===== src/rtl/core/mcic_ram.sv =====
`timescale 1ns / 1ps
// ----------------------------------------------------------------------------
// mcic_ram: generic simple dual-port RAM
// One write port, one read port with registered read data.
// ----------------------------------------------------------------------------
module mcic_ram #(
  parameter int unsigned Width = 8,
  parameter int unsigned Depth = 16
) (
  input  logic                     clk_i,
  input  logic                     we_i,
  input  logic [$clog2(Depth)-1:0] waddr_i,
  input  logic [Width-1:0]         wdata_i,
  input  logic [$clog2(Depth)-1:0] raddr_i,
  output logic [Width-1:0]         rdata_o
);

  logic [Width-1:0] mem_q [Depth];
  logic [Width-1:0] rdata_q;

  always_ff @(posedge clk_i) begin
    if (we_i) begin
      mem_q[waddr_i] <= wdata_i;
    end
    rdata_q <= mem_q[raddr_i];
  end

  assign rdata_o = rdata_q;

endmodule


===== config.mk =====
export PLATFORM = sky130hd
export DESIGN_NAME = mcic_ram
export DESIGN_NICKNAME = d
export VERILOG_FILES = /design/src/rtl/core/mcic_ram.sv
export SDC_FILE = /design/constraint.sdc
export NUM_CORES = 1
export LEC_CHECK = 0
export ABC_AREA = 1
export BUFFER_PORTS_ARGS = -buffer_cell sky130_fd_sc_hd__buf_2
export CORE_ASPECT_RATIO = 0.75
export CORE_UTILIZATION = 60
export DETAILED_ROUTE_END_ITERATION = 12
export PLACE_DENSITY = 0.78
export SKIP_LAST_GASP = 1
export SYNTH_ARGS = -nofsm -noshare
export SYNTH_HDL_FRONTEND = slang
export SYNTH_SLANG_ARGS = --single-unit

===== constraint.sdc =====
create_clock -name clk_i -period 1.63 [get_ports clk_i]
set_input_delay 0 -clock clk_i [delete_from_list [all_inputs] [get_ports clk_i]]
set_output_delay 0 -clock clk_i [all_outputs]
set_load 0.05 [all_outputs]

After elaboration in Yosys (flattened, before gate mapping):

Memory sizes are Yosys's and may differ from the RTL's. A register that Yosys moved wholly into a read port is not among the register bits.
Index checks and enable logic that the tools add are counted.

* add/subtract/negate cells: 0
* multipliers: 0
* divide/modulo/power cells: 0
* magnitude comparators: 0
* equality and inequality tests: 0
* shift operators: 0
* muxes and demuxes: 2
* bitwise gates (word level): 0
* reductions and logical operators: 0

Operator list (count)
* $mux W1: 2

* bits in registers: 0
* latch bits: 0
* RAM bits: 128
* bits in read-only memories: 0
* output and inout port bits: 8
* word-level logic and storage cells: 3
* memories kept: 1

Memory list
* mem_q: words 16, width 8, read ports 1, clocked after Yosys merged registers in 1, wr ports 1, RTL line 18 `logic [Width-1:0] mem_q [Depth];`

Logic depth before layout (Yosys ltp):

* depth in word-level cells: 2
* depth in mapped cells: 8
* gate-level depth less buffers: 7

Worst setup path before layout:

Ideal clock, no wire load.

* kind: input to register
* start: in waddr_i[2]
* end: mem mem_q[10][0] (enable)
* arrival time: 0.581 ns
* required time: 1.260 ns
* setup slack: 0.679 ns
* stages on the path: 2
* buffers on the path: 0
* cells stage by stage: nand3b_1 -> nor2_1

RTL lines
* start: declaration: RTL line 12 `input logic [$clog2(Depth)-1:0] waddr_i,`
* end: declaration: RTL line 18

Straight into the memory's write port.

Final worst setup path:

* start: reg rdata_q[6], in the netlist rdata_o[6] (read register of mem_q)
* end: out rdata_o[6]

RTL lines
* start: declaration: RTL line 19 `logic [Width-1:0] rdata_q;`
* end: declaration: RTL line 15 `output logic [Width-1:0] rdata_o`

No word-level cell between the ends.

==> run metrics <==
Seq/Total Area, Yosys=around 69%; worst skew pair latency=420 ps; setup violators final=0; Post-DP HPWL=around 7.8 mm; Synth cell types=12; clk_skew=approximately 6.9 ps; Hold Fails Final Rpt=0; # IOs=26; Worst slew margin=about 59%; Final Critical Period=1060 ps; worst hold path depth=1; Remaining Overflow, GRT=0; simple-gate share of the synthesized area=approximately a fifth; Synth top area share=about two thirds; #FFs+latches synth=136; 1st-iter DRT viols=between 500 and 600; # resized after CTS=0; WHS Endpoint=mem_q[8][2]; Total GRT Usage=~30%; Largest delay share family, worst path=flip-flops; worst path bufs/invs=1; slowest stage delay, CP=roughly 360 ps; Pwr Density=1280 mW/mm2; fmax=approximately 0.94 GHz; DR pass1 iterations=5; Area Overhead vs Synth=17.7%; top_reg_cell synth=edfxtp_1; first-pass GRT wire length=about 21 mm; RSZ-0062 raised after global routing=false; reg2reg path depth=6; Max Slew Vio Count=0; main combinational cell family by area after synthesis=simple AND/OR/NAND/NOR gates; Vias=~3,900; ant diodes=0; vias in the first global route=3,830; clock-pin slew of the registers on the worst-case setup and hold paths=roughly 60 ps; Final GP Congestion=0.870; CTS Buffer Depth=2; initial antenna violation count=0; Avg Cell Area, Syn=10.5 um2; post-route ant nets=0; port bufs=25; CTS root buf=clkbuf_16; Starting Density=62.7%; CTS tree=yes; fin crit share=65.0%; Reg-to-Reg End=rdata_o[5]; Total Neg Setup Slack=0 ps; Peak VDD IR=around 0.0010 V; critical path arrival=approximately 1100 ps; top-count cell post-synth=nand2_1; Post-Synth XOR/XNOR Area=0%; Post-Syn Instances=around 550; H-tree levels=4; Mapped Area=just under 0.006 mm2; syn nets=around 570; total DRC errors in the routed layout=0; CP max FO=1; nets=about 600; Post-Synth Adder-Cell Area=0%; Critical Path End Type=primary output; maxcap violations=0; CTS Buf Count=17; r2r setup slk=roughly 570 ps; Critical-path top delay cell=dfxtp_1; compound-gate portion of the synthesized area=0%; result of the run=complete, no violations; Hold Crit Start=wdata_i[2]; Synth area leaders=edfxtp_1 (67%), nand2_1 (11%), nand3_1 (8.4%), inv_1 (6.5%), dfxtp_1 (2.8%); yosys warns=0; mux cell area share after synthesis=0%; FP Rows=30; area leader, netlist=edfxtp_1; largest net degree at the start of global routing=65; WL/cell=17.9 um; worst hold margin=around 15 ps; most frequent cells after synthesis=nand2_1 (173), edfxtp_1 (128), inv_1 (100), nand3_1 (97), nor2_1 (17); layout cell share with drive strength beyond 1=13.0%; asr flop ratio synth=0%; die height=86.9 um; drt total wl=between 10 and 15 mm; Placeable Area=approximately 0.0092 mm2; count of clock tree sinks=136; Vias/cell=~5.3; P_leak=~3.0 nW; CP required=roughly 1600 ps; die footprint=0.0100 mm2; EDFF count, synth=about 130; worst reg2reg startpoint=mem_q[10][5]; Die W=115 um; Worst Max-Slew Pin Slew=slightly above 600 ps; Startpoint Class=register; CP Class=reg -> out; worst hold path type=in -> reg; worst path cell trace=buf_2
==> cell type report <==
cell class	instances	area, um2
Tap cell	128	160
Multi-Input combinational cell	289	1210
Sequential cell	136	4000
Clock inverter	13	201
Fill cell	610	2410
Timing Repair Buffer	51	380
Clock buffer	19	443
Inverter	102	383
==> stage by stage <==
step                      utilization, %  area, um2  worst slack, ps  power [mW]  instances
final                               73.8       6790              570        8.67        738
after global placement              66.3       6100              471        4.55        702
after floorplan                        -       5770              679        4.36        551
after CTS                           73.8       6790              568        8.67        738
after global routing                73.8       6790              528        8.89        738
after detailed placement            66.3       6100              474        4.56        702
==> cells by family after synthesis <==
| group | count (synthesis) |
|---|---|
| buf+inv | 126 |
| flops | 136 |
| simple gates | 289 |
==> sequential cells by signal, indices dropped and copies added (netlist names) <==
register and flops:
mem_q 128, rdata_o 8
==> worst max-delay path by stage <==
stage,cells past startpoint,slack (ps),to,from
6_report,1,570,rdata_o[6],rdata_o[6]
5_1_grt,1,530,rdata_o[6],rdata_o[6]
4_1_cts,1,570,rdata_o[6],rdata_o[6]
3_5_place_dp,8,470,rdata_o[6],raddr_i[0]
3_3_place_gp,8,470,rdata_o[3],raddr_i[0]
2_1_floorplan,2,680,mem_q[10][0],waddr_i[2]
==> placed cells by master (no fill, tap or decap), types with 3 or more instances in the layout <==
cell type      netlist  final
dlygate4sd3_1        0      4
inv_1              100    100
clkbuf_16            0     17
clkinv_2             0      3
dfxtp_1              8      8
buf_12               0      4
buf_4                4     18
bufinv_16            0      5
nand2_1            173    173
nor2_1              17     17
nand3_1             97     97
edfxtp_1           128    128
buf_2               13     25
==> metal layers <==
layer	vias up	share of wire [%]	track usage, %
li1	1863	-	-
met1	1798	43	42.6
met2	247	43	41.4
met3	34	11	9.12
met4	0	2.7	16.4
met5	-	0	0
==> report_power, final <==
group / switching (mW) / total [mW] / internal, mW
Combinational: 0.420 / 0.577 / 0.157
Sequential: 0.0296 / 3.94 / 3.91
Clock: 1.41 / 4.15 / 2.74
Total: 1.86 / 8.67 / 6.81
==> repair_timing <==
item / CTS / global route
hold buffers: 4 / 0
hold endpoints to repair: 51 / 0
buffers inserted: 0 / 0
Power figures use the tool's default switching activity.
